--- src/rtl/rec_pkg.sv ---
// ----------------------------------------------------------------------------
// rec_pkg: shared types and constants for the exact rational comparator
// Holds the value width, result codes, controller states and the command
// and status bundles that pass between the controller and the datapath.
// ----------------------------------------------------------------------------
package rec_pkg;

  // Width of one input field on the bus
  localparam int unsigned FieldWidth = 64;
  // Width of the values actually compared (8..64)
  localparam int unsigned ValueWidth = 64;
  // Divider step counter holds 0..ValueWidth
  localparam int unsigned CountWidth = $clog2(ValueWidth + 1);

  // Result status codes
  localparam logic STATUS_OK      = 1'b0;
  localparam logic STATUS_INVALID = 1'b1;

  // Order codes, two's complement
  localparam logic [1:0] ORDER_LESS    = 2'b11;
  localparam logic [1:0] ORDER_EQUAL   = 2'b00;
  localparam logic [1:0] ORDER_GREATER = 2'b01;

  typedef logic [ValueWidth-1:0] value_t;

  typedef enum logic [2:0] {
    S_IDLE,
    S_CHECK,
    S_DIV_LEFT,
    S_DIV_RIGHT,
    S_COMPARE,
    S_OUT
  } rec_state_e;

  // Controller to datapath commands
  typedef struct packed {
    logic load;       // capture a new request
    logic div_start;  // launch a division
    logic div_right;  // select the right fraction for the division
    logic save_left;  // keep the left quotient and remainder
    logic compare;    // compare one level, then swap or finish
    logic finish;     // write the sign-only or invalid result
  } rec_cmd_t;

  // Datapath to controller status
  typedef struct packed {
    logic early;      // invalid or signs differ: no expansion needed
    logic div_done;   // divider finished
    logic final_lvl;  // this level decides the order
  } rec_sts_t;

  // Flip the sense of an order code
  function automatic logic [1:0] negate_order(logic [1:0] ord);
    logic [1:0] res;
    res = ORDER_EQUAL;
    case (ord)
      ORDER_LESS:    res = ORDER_GREATER;
      ORDER_GREATER: res = ORDER_LESS;
      default:       res = ORDER_EQUAL;
    endcase
    return res;
  endfunction

  // Magnitude of a two's complement value; the most negative one maps to 2^(W-1)
  function automatic value_t magnitude(value_t v);
    return v[ValueWidth-1] ? value_t'(~v + value_t'(1)) : v;
  endfunction

endpackage

--- src/rtl/rec_div.sv ---
// ----------------------------------------------------------------------------
// rec_div: radix-2 restoring divider
// One quotient bit per cycle; quotient and remainder hold after done until
// the next start.
// ----------------------------------------------------------------------------
module rec_div (
  input  logic            clk_i,
  input  logic            rst_ni,
  input  logic            start_i,
  input  rec_pkg::value_t dividend_i,
  input  rec_pkg::value_t divisor_i,
  output logic            done_o,
  output rec_pkg::value_t quotient_o,
  output rec_pkg::value_t remainder_o
);
  import rec_pkg::*;

  logic                  busy_q, busy_d;
  logic                  done_q, done_d;
  logic [CountWidth-1:0] cnt_q, cnt_d;
  value_t                quo_q, quo_d;
  value_t                rem_q, rem_d;
  value_t                dvs_q, dvs_d;
  logic [ValueWidth:0]   shifted;
  logic [ValueWidth:0]   trial;

  // Shift in the next dividend bit and try a subtraction
  assign shifted = {rem_q, quo_q[ValueWidth-1]};
  assign trial   = shifted - {1'b0, dvs_q};

  always_comb begin
    busy_d = busy_q;
    done_d = 1'b0;
    cnt_d  = cnt_q;
    quo_d  = quo_q;
    rem_d  = rem_q;
    dvs_d  = dvs_q;
    if (start_i) begin
      busy_d = 1'b1;
      cnt_d  = CountWidth'(ValueWidth);
      quo_d  = dividend_i;
      rem_d  = '0;
      dvs_d  = divisor_i;
    end else if (busy_q) begin
      if (!trial[ValueWidth]) begin
        rem_d = trial[ValueWidth-1:0];
        quo_d = {quo_q[ValueWidth-2:0], 1'b1};
      end else begin
        rem_d = shifted[ValueWidth-1:0];
        quo_d = {quo_q[ValueWidth-2:0], 1'b0};
      end
      cnt_d = cnt_q - CountWidth'(1);
      if (cnt_q == CountWidth'(1)) begin
        busy_d = 1'b0;
        done_d = 1'b1;
      end
    end
  end

  // Control state
  always_ff @(posedge clk_i or negedge rst_ni) begin
    if (!rst_ni) begin
      busy_q <= 1'b0;
      done_q <= 1'b0;
      cnt_q  <= '0;
    end else begin
      busy_q <= busy_d;
      done_q <= done_d;
      cnt_q  <= cnt_d;
    end
  end

  // Operand and result registers
  always_ff @(posedge clk_i) begin
    quo_q <= quo_d;
    rem_q <= rem_d;
    dvs_q <= dvs_d;
  end

  assign done_o      = done_q;
  assign quotient_o  = quo_q;
  assign remainder_o = rem_q;

endmodule

--- src/rtl/rec_dpath.sv ---
// ----------------------------------------------------------------------------
// rec_dpath: operand registers, level compare and result register
// Holds both fractions, feeds the shared divider one side at a time and
// decides or swaps at each continued-fraction level.
// ----------------------------------------------------------------------------
module rec_dpath (
  input  logic                              clk_i,
  input  logic                              rst_ni,
  input  rec_pkg::rec_cmd_t                 cmd_i,
  output rec_pkg::rec_sts_t                 sts_o,
  input  logic [rec_pkg::FieldWidth-1:0]    left_numerator_i,
  input  logic [rec_pkg::FieldWidth-1:0]    left_denominator_i,
  input  logic [rec_pkg::FieldWidth-1:0]    right_numerator_i,
  input  logic [rec_pkg::FieldWidth-1:0]    right_denominator_i,
  output logic                              status_o,
  output logic [1:0]                        order_o
);
  import rec_pkg::*;

  value_t     ln_q, ld_q, rn_q, rd_q;
  value_t     lq_q, lr_q;
  logic       invalid_q, lneg_q, rneg_q, flip_q;
  logic       status_q;
  logic [1:0] order_q;

  value_t     in_ln, in_ld, in_rn, in_rd;
  value_t     div_dvd, div_dvs, div_quo, div_rem;
  logic       div_done;
  logic [1:0] lvl_order;
  logic       lvl_final;

  // Keep the low value bits of each field
  assign in_ln = left_numerator_i[ValueWidth-1:0];
  assign in_ld = left_denominator_i[ValueWidth-1:0];
  assign in_rn = right_numerator_i[ValueWidth-1:0];
  assign in_rd = right_denominator_i[ValueWidth-1:0];

  // Operand select for the shared divider
  assign div_dvd = cmd_i.div_right ? rn_q : ln_q;
  assign div_dvs = cmd_i.div_right ? rd_q : ld_q;

  rec_div u_div (
    .clk_i       (clk_i),
    .rst_ni      (rst_ni),
    .start_i     (cmd_i.div_start),
    .dividend_i  (div_dvd),
    .divisor_i   (div_dvs),
    .done_o      (div_done),
    .quotient_o  (div_quo),
    .remainder_o (div_rem)
  );

  // Decide one level: quotients first, then zero remainders
  always_comb begin
    lvl_final = 1'b1;
    lvl_order = ORDER_EQUAL;
    if (lq_q != div_quo) begin
      lvl_order = (lq_q < div_quo) ? ORDER_LESS : ORDER_GREATER;
    end else if (lr_q == '0 && div_rem == '0) begin
      lvl_order = ORDER_EQUAL;
    end else if (lr_q == '0) begin
      lvl_order = ORDER_LESS;
    end else if (div_rem == '0) begin
      lvl_order = ORDER_GREATER;
    end else begin
      lvl_final = 1'b0;
    end
    if (flip_q ^ lneg_q) begin
      lvl_order = negate_order(lvl_order);
    end
  end

  // Flags captured with each request; the level flip toggles at each undecided level
  always_ff @(posedge clk_i or negedge rst_ni) begin
    if (!rst_ni) begin
      invalid_q <= 1'b0;
      lneg_q    <= 1'b0;
      rneg_q    <= 1'b0;
      flip_q    <= 1'b0;
    end else if (cmd_i.load) begin
      invalid_q <= (in_ld == '0) || in_ld[ValueWidth-1] ||
                   (in_rd == '0) || in_rd[ValueWidth-1];
      lneg_q    <= in_ln[ValueWidth-1];
      rneg_q    <= in_rn[ValueWidth-1];
      flip_q    <= 1'b0;
    end else if (cmd_i.compare && !lvl_final) begin
      flip_q    <= !flip_q;
    end
  end

  // Operand registers: load, or invert both fractions for the next level
  always_ff @(posedge clk_i) begin
    if (cmd_i.load) begin
      ln_q <= magnitude(in_ln);
      ld_q <= in_ld;
      rn_q <= magnitude(in_rn);
      rd_q <= in_rd;
    end else if (cmd_i.compare && !lvl_final) begin
      ln_q <= ld_q;
      ld_q <= lr_q;
      rn_q <= rd_q;
      rd_q <= div_rem;
    end
    if (cmd_i.save_left) begin
      lq_q <= div_quo;
      lr_q <= div_rem;
    end
  end

  // Result register
  always_ff @(posedge clk_i or negedge rst_ni) begin
    if (!rst_ni) begin
      status_q <= STATUS_OK;
      order_q  <= ORDER_EQUAL;
    end else if (cmd_i.finish) begin
      if (invalid_q) begin
        status_q <= STATUS_INVALID;
        order_q  <= ORDER_EQUAL;
      end else begin
        status_q <= STATUS_OK;
        order_q  <= lneg_q ? ORDER_LESS : ORDER_GREATER;
      end
    end else if (cmd_i.compare && lvl_final) begin
      status_q <= STATUS_OK;
      order_q  <= lvl_order;
    end
  end

  assign sts_o.early     = invalid_q || (lneg_q != rneg_q);
  assign sts_o.div_done  = div_done;
  assign sts_o.final_lvl = lvl_final;
  assign status_o        = status_q;
  assign order_o         = order_q;

endmodule

--- src/rtl/rec_ctrl.sv ---
// ----------------------------------------------------------------------------
// rec_ctrl: sequencer for the comparator
// Accepts a request, runs left and right divisions per level and presents
// the result until it is taken.
// ----------------------------------------------------------------------------
module rec_ctrl (
  input  logic              clk_i,
  input  logic              rst_ni,
  input  logic              in_valid_i,
  output logic              in_ready_o,
  output logic              out_valid_o,
  input  logic              out_ready_i,
  output rec_pkg::rec_cmd_t cmd_o,
  input  rec_pkg::rec_sts_t sts_i
);
  import rec_pkg::*;

  rec_state_e state_q, state_d;

  // Next state
  always_comb begin
    state_d = state_q;
    case (state_q)
      S_IDLE: begin
        if (in_valid_i) state_d = S_CHECK;
      end
      S_CHECK: begin
        state_d = sts_i.early ? S_OUT : S_DIV_LEFT;
      end
      S_DIV_LEFT: begin
        if (sts_i.div_done) state_d = S_DIV_RIGHT;
      end
      S_DIV_RIGHT: begin
        if (sts_i.div_done) state_d = S_COMPARE;
      end
      S_COMPARE: begin
        state_d = sts_i.final_lvl ? S_OUT : S_CHECK;
      end
      S_OUT: begin
        if (out_ready_i) state_d = S_IDLE;
      end
      default: begin
        state_d = S_IDLE;
      end
    endcase
  end

  // Commands and handshake
  always_comb begin
    cmd_o       = '0;
    in_ready_o  = 1'b0;
    out_valid_o = 1'b0;
    case (state_q)
      S_IDLE: begin
        in_ready_o = 1'b1;
        cmd_o.load = in_valid_i;
      end
      S_CHECK: begin
        cmd_o.finish    = sts_i.early;
        cmd_o.div_start = !sts_i.early;
      end
      S_DIV_LEFT: begin
        cmd_o.save_left = sts_i.div_done;
        cmd_o.div_start = sts_i.div_done;
        cmd_o.div_right = 1'b1;
      end
      S_COMPARE: begin
        cmd_o.compare = 1'b1;
      end
      S_OUT: begin
        out_valid_o = 1'b1;
      end
      default: begin
        cmd_o = '0;
      end
    endcase
  end

  always_ff @(posedge clk_i or negedge rst_ni) begin
    if (!rst_ni) begin
      state_q <= S_IDLE;
    end else begin
      state_q <= state_d;
    end
  end

endmodule

--- src/rtl/rational_exact_compare.sv ---
// ----------------------------------------------------------------------------
// rational_exact_compare: exact order of two signed fractions
// A request with an invalid denominator or differing signs finishes without
// expansion; any other runs a left and a right division at each level.
// One request at a time; the shared one-bit-per-cycle divider runs twice per
// continued-fraction level and sets how long a request takes.
// Reset: asynchronous, active low; returns to idle with no result pending.
// ----------------------------------------------------------------------------
module rational_exact_compare (
  input  logic         clk_i,
  input  logic         rst_ni,
  input  logic         s_axis_tvalid,
  output logic         s_axis_tready,
  // left_numerator, left_denominator, right_numerator, right_denominator
  input  logic [255:0] s_axis_tdata,
  output logic         m_axis_tvalid,
  input  logic         m_axis_tready,
  // status, order, zero fill
  output logic [7:0]   m_axis_tdata
);
  import rec_pkg::*;

  rec_cmd_t   cmd;
  rec_sts_t   sts;
  logic       status;
  logic [1:0] order;

  rec_ctrl u_ctrl (
    .clk_i       (clk_i),
    .rst_ni      (rst_ni),
    .in_valid_i  (s_axis_tvalid),
    .in_ready_o  (s_axis_tready),
    .out_valid_o (m_axis_tvalid),
    .out_ready_i (m_axis_tready),
    .cmd_o       (cmd),
    .sts_i       (sts)
  );

  rec_dpath u_dpath (
    .clk_i               (clk_i),
    .rst_ni              (rst_ni),
    .cmd_i               (cmd),
    .sts_o               (sts),
    .left_numerator_i    (s_axis_tdata[FieldWidth-1:0]),
    .left_denominator_i  (s_axis_tdata[2*FieldWidth-1:FieldWidth]),
    .right_numerator_i   (s_axis_tdata[3*FieldWidth-1:2*FieldWidth]),
    .right_denominator_i (s_axis_tdata[4*FieldWidth-1:3*FieldWidth]),
    .status_o            (status),
    .order_o             (order)
  );

  // Pack the result
  assign m_axis_tdata = {5'b0, order, status};

  // Invalid requests report an equal order
  assert property (@(posedge clk_i) disable iff (!rst_ni)
    (m_axis_tvalid && m_axis_tdata[0] == STATUS_INVALID) |->
      (m_axis_tdata[2:1] == ORDER_EQUAL))
    else $error("invalid result carries a nonzero order");

  // The unused order code never appears
  assert property (@(posedge clk_i) disable iff (!rst_ni)
    m_axis_tvalid |-> (m_axis_tdata[2:1] != 2'b10))
    else $error("order code out of range");

  // One request in flight: no accept while a result waits
  assert property (@(posedge clk_i) disable iff (!rst_ni)
    !(m_axis_tvalid && s_axis_tready))
    else $error("input ready while result pending");

  // An accepted request closes the input for the next cycle
  assert property (@(posedge clk_i) disable iff (!rst_ni)
    (s_axis_tvalid && s_axis_tready) |=> !s_axis_tready)
    else $error("input ready right after accept");

endmodule
--- config.mk ---
export PLATFORM = sky130hd
export DESIGN_NAME = rational_exact_compare
export DESIGN_NICKNAME = d
export VERILOG_FILES = /design/src/rtl/rec_pkg.sv /design/src/rtl/rec_div.sv /design/src/rtl/rec_dpath.sv /design/src/rtl/rec_ctrl.sv /design/src/rtl/rational_exact_compare.sv
export SDC_FILE = /design/constraint.sdc
export NUM_CORES = 1
export LEC_CHECK = 0
export BUFFER_PORTS_ARGS = -buffer_cell sky130_fd_sc_hd__buf_2
export CORE_MARGIN = 8
export CORE_UTILIZATION = 45
export DETAILED_ROUTE_END_ITERATION = 10
export PLACE_DENSITY = 0.73
export SYNTH_ARGS = -nofsm -noshare
export SYNTH_HDL_FRONTEND = slang
export SYNTH_SLANG_ARGS = --single-unit
--- constraint.sdc ---
create_clock -name clk_i -period 9.1 [get_ports clk_i]
set_input_delay 0.91 -clock clk_i [delete_from_list [all_inputs] [get_ports clk_i]]
set_output_delay 0.91 -clock clk_i [all_outputs]
set_load 0.1 [all_outputs]
==> flow_summary_export.csv, run 1 <==
group,metric,value,unit
outcome,status,"finished, final reports clean",
detailed_routing,vias,25811,
sta,finClkSkew,24.6,ps
grt,grt_pass1_vias,24723,
synthesis,synth_ff_type,"edfxtp_1",
clocking,cts_buffer_depth,3,
detailed_routing,viasPerCell,5.80,
worst_setup_path,r2r_slack,4310,ps
worst_setup_path,critical_path.cell_chain,"inv_1 > ha_1 > nand4_1 > nor2_1 > nand2_1 > or4_1 > nor2_1 > and2_1 > nand3_1 > nand2_8 > buf_4",
synthesis,synth_fa_ha_area_frac,0.0520,
place,placed_cells,4325,
layout,drive_above_1_share,0.138,
synthesis,synth_cell_types,81,
floorplanning,initial_core_util,0.456,
sta,min_period,4790,ps
synthesis,yosys.area_share.simple,0.153,
detailed_routing,wl_met3,10.7,mm
sta,fin_tns_setup,0,ps
clocking,clock_sinks,595,
worst_setup_path,crit_slowest_cell,"buf_4",
sta,rsz0062_at_grt,"no",
sta,max_freq,209,MHz
detailed_routing,wl_met2,44.4,mm
clocking,postCtsSetupBuffers,0,
detailed_routing,dr.pass1.iters,5,
clocking,path_clk_slew,70,ps
sta,fin_ws,4310,ps
clocking,htree_levels,2,
place,routabilityCongestion,0.970,
clocking,worst_skew_pair.late_latency,630,ps
worst_setup_path,crit_top_cell,"nor2_1",
synthesis,yosys-mux-area-fraction,0.0442,
worst_setup_path,worstSetupStartpointType,"flip-flop",
detailed_routing,drc_errors,0,
clocking,cts_root_buf,"clkbuf_16",
clocking,ctsResizeCount,0,
power,p_switching,5210,uW
detailed_routing,wl_met1,42.7,mm
hold_path,worstHoldPathType,"in -> async",
synthesis,synth_top_area_frac,0.471,
synthesis,synth_top_area_cell,"edfxtp_1",
place,hpwl,77.0,mm
power,pwr-share-seq,0.371,
job,cap_violations,0,
synthesis,synth.area.top_cells,"edfxtp_1, nand2_1, o21ai_0, ha_1, dfxtp_1",
worst_setup_path,worst-setup-path-type,"reg -> reg",
detailed_routing,drtAntennaViolNets,0,
power,cellInternalPower,7450,uW
worst_setup_path,slowest_delay,1030,ps
grt,overflow,0,
floorplanning,die_x,285,um
floorplanning,core,71600,um^2
clocking,cts_tree,"done",
worst_setup_path,r2r-end,"u_dpath.rd_q[44]",
synthesis,synth_cells,3251,
place,place_ws,4280,ps
grt,grt_max_degree,130,
sta,relSlewSlack,0.201,
power,p_per_area,345,nW/um^2
power,p_leak,0.0148,uW
detailed_routing,wl,102,mm
synthesis,synthXorXnorAreaFrac,0.0515,
power,comb_power_share,0.437,
sta,final-hold-violation-count,0,
power,ir_worst_vdd,233,uV
synthesis,synth_edf_count,512,
detailed_routing,highest_layer,"met5",
worst_setup_path,path_max_fanout,122,
clocking,cts_hold_buf,0,
sta,setup_viol,0,
power,clkPwrFrac,0.192,
place,portBuffers,264,
layout,syn_to_final_growth,12.4,%
floorplanning,die_h,285,um
layout,fin_util,0.512,
grt,grt_pass1_wl,151,mm
worst_setup_path,worstPathRequired,9330,ps
worst_setup_path,crit_arrival,5020,ps
synthesis,ys_seq_area_frac,0.525,
sta,min_period_over_period,0.526,
floorplanning,num_rows,98,
floorplanning,io_pins,270,
power,p_sw_frac,0.412,
synthesis,yosys_warnings,0,
worst_setup_path,timing.rr.start,"u_dpath.u_div.quotient_o[63]",
detailed_routing,drtIter0Drc,3436,
layout,stdcell_count,4451,
sta,slew_viol_final,0,
synthesis,async_reset_ff_frac,0.0319,
worst_setup_path,rr_worst_depth,11,
floorplanning,die-area,81400,um^2
synthesis,synth-compound-area-share,0.134,
synthesis,syn-cell-area,32600,um^2
grt,antenna_found_initial,21,
detailed_routing,avgRoutedWirePerCell,23.0,um
clocking,cts_buffers,58,
layout,fin_nets,3830,
sta,worstMarginPinSlew,1200,ps
synthesis,avgSynthCellArea,10.0,um^2
synthesis,synth_top_family_by_area,"simple AND/OR/NAND/NOR gates",
synthesis,synth-seq-cells,595,
grt,grt_usage,0.241,
worst_setup_path,cp-end-kind,"flip-flop",
==> sequential cells by signal, indices dropped and copies added, names as in the netlist, 3 cells and up <==
register and count:
u_dpath.ln_q 64, u_dpath.lq_q 64, u_dpath.ld_q 64, u_dpath.u_div.remainder_o 64
u_dpath.u_div.cnt_q 7, u_dpath.u_div.dvs_q 64, u_dpath.u_div.quotient_o 64, u_dpath.rn_q 64
u_ctrl.state_q 3, u_dpath.lr_q 64, u_dpath.rd_q 64
==> per-stage QoR <==
step	total power [uW]	hold slack (ps)	cell area, um^2
floorplan	8600	444	32600
global placement	10100	457	34700
detailed placement	10100	462	34700
CTS	12600	237	36600
global route	13400	263	36600
finish	12700	262	36700
==> Yosys cell counts, drive strengths merged, types with 3 or more instances <==
master and count:
o211a 3, nand3 29, nor4 81, o31ai 42, nor3b 4, mux2i 71, a2111oi 3, nand2b 13
o21ai 356, mux2 65, dfrtp 19, nor2b 18, or3 15, xnor2 46, a32oi 8, buf 38
nand2 763, nor2 65, and3 9, inv 167, ha 134, o41ai 19, a211oi 8, dfxtp 64
a31oi 37, or4 16, clkbuf 129, o21a 12, a21o 53, or2 9, a221o 4, o31a 6
a21oi 136, and2 6, nand3b 6, edfxtp 512, o21bai 21, o22ai 5, nand4 59, o211ai 4
xor2 145, nor3 24
==> routing by layer <==
layer | vias up | GRT usage
met2 | 1262 | 0.366
met3 | 188 | 0.0507
met5 | - | 0
met1 | 12270 | 0.336
met4 | 14 | 0.0963
li1 | 12077 | -
==> layout make-up <==
type | instances | area [um^2]
fill | 6427 | 34900
clock buffer | 68 | 1500
clock inverter | 40 | 384
sequential | 595 | 17100
timing repair buffer | 287 | 1520
inverter | 167 | 627
antenna | 18 | 45.0
tap | 950 | 1190
multi-input combinational | 2326 | 14300
==> cells by family (layout without fill, tap and decap cells) <==
kind of cell | after synthesis | after routing
AOI/OAI and AO/OA | 735 | 735
xor gates and xnor gates | 191 | 191
adders and majority gates | 135 | 135
buffers and inverters | 334 | 562
DFF | 595 | 595
muxes | 136 | 136
other | 1 | 23
and+or+nand+nor | 1124 | 1124
==> critical path: cells and delay by family (launching register included) <==
| family | cells | cell delay (ps) |
|---|---|---|
| simple gates | 8 | 2320 |
| fa+ha+maj | 1 | 390 |
| flops | 1 | 380 |
| buf+inv | 2 | 1110 |
==> placed cells by master (no fill, tap or decap), types with 7 or more instances in the layout <==
master     netlist  layout
a21oi_1        136     135
dfrtp_1         19      18
o21a_1          12      12
o41ai_1         17      17
or3_1           15      15
nor2b_1         17      17
mux2_2          65      65
clkinv_2         0      11
diode_2          0      18
a32oi_1          8       8
buf_4            6      21
edfxtp_1       512     512
a31oi_1         37      37
or4_1           12      12
nand4_1         59      59
inv_1          166     164
buf_2           21     264
and3_1           9       9
ha_1           134     134
mux2i_1         71      71
or2_2            7       7
clkbuf_1       128       9
nand3_1         29      29
o31ai_1         41      41
clkbuf_16        0      58
a211oi_1         8       8
nor3_1          22      22
clkinv_1         0      11
a21o_1          53      53
nor4_1          79      79
nand2_1        762     760
nor2_1          63      62
o21bai_1        21      21
dfxtp_1         64      64
o21ai_0        350     350
xnor2_1         46      45
nand2b_1        13      13
xor2_1         144     144
==> power groups by stage <==
| stage | combinational [uW] | sequential [uW] | clock [uW] |
|---|---|---|---|
| 6_report | 5530 | 4700 | 2430 |
| 5_1_grt | 6130 | 4770 | 2540 |
| 4_1_cts | 5460 | 4670 | 2440 |
| 3_5_place_dp | 5420 | 4720 | 0 |
| 3_3_place_gp | 5390 | 4690 | 0 |
| 2_1_floorplan | 4100 | 4510 | 0 |
==> how the worst max path moves through the flow <==
stage / end / start / slack, ps / depth (start not counted)
after floorplan: u_dpath.ld_q[0] / u_ctrl.state_q[0] / 1540 / 7
after global placement: u_dpath.rd_q[57] / u_dpath.u_div.quotient_o[31] / 4440 / 10
after detailed placement: u_dpath.rd_q[57] / u_dpath.u_div.quotient_o[25] / 4280 / 10
after CTS: u_dpath.rd_q[58] / u_dpath.u_div.quotient_o[25] / 4250 / 10
after global routing: u_dpath.rd_q[44] / u_dpath.u_div.quotient_o[25] / 3970 / 10
final: u_dpath.rd_q[44] / u_dpath.u_div.quotient_o[63] / 4310 / 11
No activity file was read; power rests on OpenSTA's default activity.
==> run 2: changes to the inputs <==
==> constraint.sdc (replaced) <==
create_clock -name clk_i -period 4.8 [get_ports clk_i]
set_input_delay 0.48 -clock clk_i [delete_from_list [all_inputs] [get_ports clk_i]]
set_output_delay 0.48 -clock clk_i [all_outputs]
set_load 0.1 [all_outputs]
==> run 2 against run 1 <==
Clock skew is 1.7 ps higher. First-iteration DRC count decreased by 19%. Cell area increased by 0.74%. Combinational power is 95% higher. Global-route usage is essentially flat. Worst setup slack worse by 3800 ps. Critical path type unchanged. Cell count increased by 0.45%. Clock power rose by 93%. Register-to-register slack got worse by 3800 ps. Clock-buffer cell count increased by 9. Hold slack worse by 130 ps.
==> flow_summary_export.csv, run 2 (same netlist as run 1, synthesis figures left out) <==
group,metric,value,unit
outcome,status,"finished, final reports clean",
sta,setup_viol,0,
layout,final_cell_mix,"nand2_1, edfxtp_1, o21ai_0, buf_2, inv_1",
worst_setup_path,worstPathRequired,5330,ps
floorplanning,die_x,285,um
grt,grt_pass1_wl,151,mm
floorplanning,die-area,81400,um^2
sta,max_freq,234,MHz
grt,grt_usage,0.241,
sta,rsz0062_at_grt,"no",
clocking,postCtsSetupBuffers,0,
place,place_ws,569,ps
sta,slew_viol_final,0,
clocking,cts_buffers,59,
worst_setup_path,worst-setup-path-type,"reg -> reg",
sta,fin_tns_setup,0,ps
worst_setup_path,critical_path.cell_chain,"inv_1 > ha_1 > fa_1 > nor2b_1 > o2111ai_1 > a211oi_1 > o21ai_1 > a211oi_1 > nor3_2 > o41ai_4 > xor2_4 > nand2_1 > o22ai_1",
job,cap_violations,0,
worst_setup_path,crit_slowest_cell,"xor2_4",
sta,worstMarginPinSlew,1180,ps
floorplanning,initial_core_util,0.456,
layout,drive_above_1_share,0.140,
worst_setup_path,worstSetupStartpointType,"flip-flop",
worst_setup_path,rr_worst_depth,13,
worst_setup_path,r2r_slack,530,ps
detailed_routing,vias,25863,
layout,fin_util,0.516,
layout,final_common_cell,"nand2_1",
grt,grt_pass1_vias,24694,
power,clkPwrFrac,0.192,
detailed_routing,dr.pass1.iters,6,
hold_path,worstHoldPathType,"in -> reg",
worst_setup_path,endpoint,"u_dpath.u_div.remainder_o[52]",
clocking,htree_levels,2,
place,routabilityCongestion,0.976,
worst_setup_path,timing.rr.start,"u_dpath.u_div.quotient_o[63]",
worst_setup_path,startpoint,"u_dpath.u_div.quotient_o[63]",
place,placed_cells,4339,
clocking,path_clk_slew,60,ps
floorplanning,core,71600,um^2
clocking,cts_tree,"done",
clocking,ctsResizeCount,0,
power,p_sw_frac,0.407,
power,comb_power_share,0.442,
grt,antenna_found_initial,28,
clocking,cts_root_buf,"clkbuf_16",
worst_setup_path,crit_arrival,4800,ps
clocking,clock_sinks,595,
worst_setup_path,r2r-end,"u_dpath.u_div.remainder_o[52]",
layout,stdcell_count,4471,
floorplanning,io_pins,270,
worst_setup_path,cp_top_family,"compound AO/OA/AOI/OAI gates",
sta,min_period,4270,ps
worst_setup_path,path_max_fanout,15,
power,p_per_area,660,nW/um^2
detailed_routing,viasPerCell,5.78,
sta,timing.hold.ws,131,ps
layout,fin_nets,3846,
sta,final-hold-violation-count,0,
grt,overflow,0,
detailed_routing,drc_errors,0,
floorplanning,num_rows,98,
place,portBuffers,264,
power,p_leak,0.0150,uW
worst_setup_path,slowest_delay,570,ps
sta,finClkSkew,26.4,ps
grt,grt_max_degree,167,
clocking,cts_buffer_depth,3,
layout,syn_to_final_growth,13.2,%
detailed_routing,drtAntennaViolNets,0,
detailed_routing,wl,103,mm
worst_setup_path,critical_path_cell_count,13,
floorplanning,die_h,285,um
sta,relSlewSlack,0.208,
power,p_switching,9930,uW
power,ir_worst_vdd,399,uV
clocking,cts_hold_buf,1,
power,pwr-share-seq,0.366,
sta,fin_ws,526,ps
worst_setup_path,crit_top_cell,"a211oi_1",
power,cellInternalPower,14500,uW
worst_setup_path,path_buf_inv,1,
detailed_routing,drtIter0Drc,2773,
place,hpwl,78.1,mm
worst_setup_path,cp-end-kind,"flip-flop",
detailed_routing,avgRoutedWirePerCell,22.9,um
sta,min_period_over_period,0.890,
clocking,worst_skew_pair.late_latency,630,ps
[run 2: area by class of cell]
cell class | instances | area (um^2)
antenna | 21 | 52.6
clock inverter | 33 | 307
tap | 950 | 1190
multi-input combinational | 2326 | 14300
timing repair buffer | 302 | 1720
fill | 6402 | 34700
clock buffer | 77 | 1640
inverter | 167 | 627
sequential | 595 | 17100
[run 2: layer usage]
metal / global-route usage / wire length, um / vias up
met5: 0 / 103 / -
met4: 0.0999 / 4610 / 16
met3: 0.0566 / 11100 / 207
met2: 0.362 / 44400 / 1277
met1: 0.335 / 42300 / 12261
li1: - / - / 12102
[run 2: power by group through the flow]
| stage | Combinational, uW | Clock [uW] | Sequential (uW) |
|---|---|---|---|
| after global placement | 10500 | 0 | 8890 |
| after detailed placement | 10600 | 0 | 8950 |
| after floorplan | 7770 | 0 | 8480 |
| after global routing | 11900 | 4900 | 9040 |
| after CTS | 10700 | 4720 | 8850 |
| final | 10800 | 4690 | 8920 |
[run 2: worst reg2reg max path, cell delays in order, from the launching register on]
cell	delay, ps
edfxtp_1	390
inv_1	100
ha_1	220
fa_1	390
nor2b_1	210
o2111ai_1	250
a211oi_1	280
o21ai_1	150
a211oi_1	310
nor3_2	160
o41ai_4	540
xor2_4	570
nand2_1	360
o22ai_1	250
[run 2: how the worst min path moves through the flow]
stage	cells past startpoint	end	start
after floorplan	0	u_ctrl.state_q[0]	rst_ni
after global placement	0	u_dpath.lq_q[53]	u_dpath.u_div.quotient_o[53]
after detailed placement	0	u_dpath.lq_q[13]	u_dpath.u_div.quotient_o[13]
after CTS	3	u_dpath.ld_q[19]	s_axis_tdata[83]
after global routing	3	u_dpath.rd_q[21]	s_axis_tdata[213]
final	3	u_dpath.rd_q[21]	s_axis_tdata[213]
[run 2: stage by stage]
stage	total power [uW]	instance area, um^2
2_1_floorplan	16200	32700
3_3_place_gp	19400	34900
3_5_place_dp	19500	34900
4_1_cts	24200	36900
5_1_grt	25900	36900
6_report	24400	36900
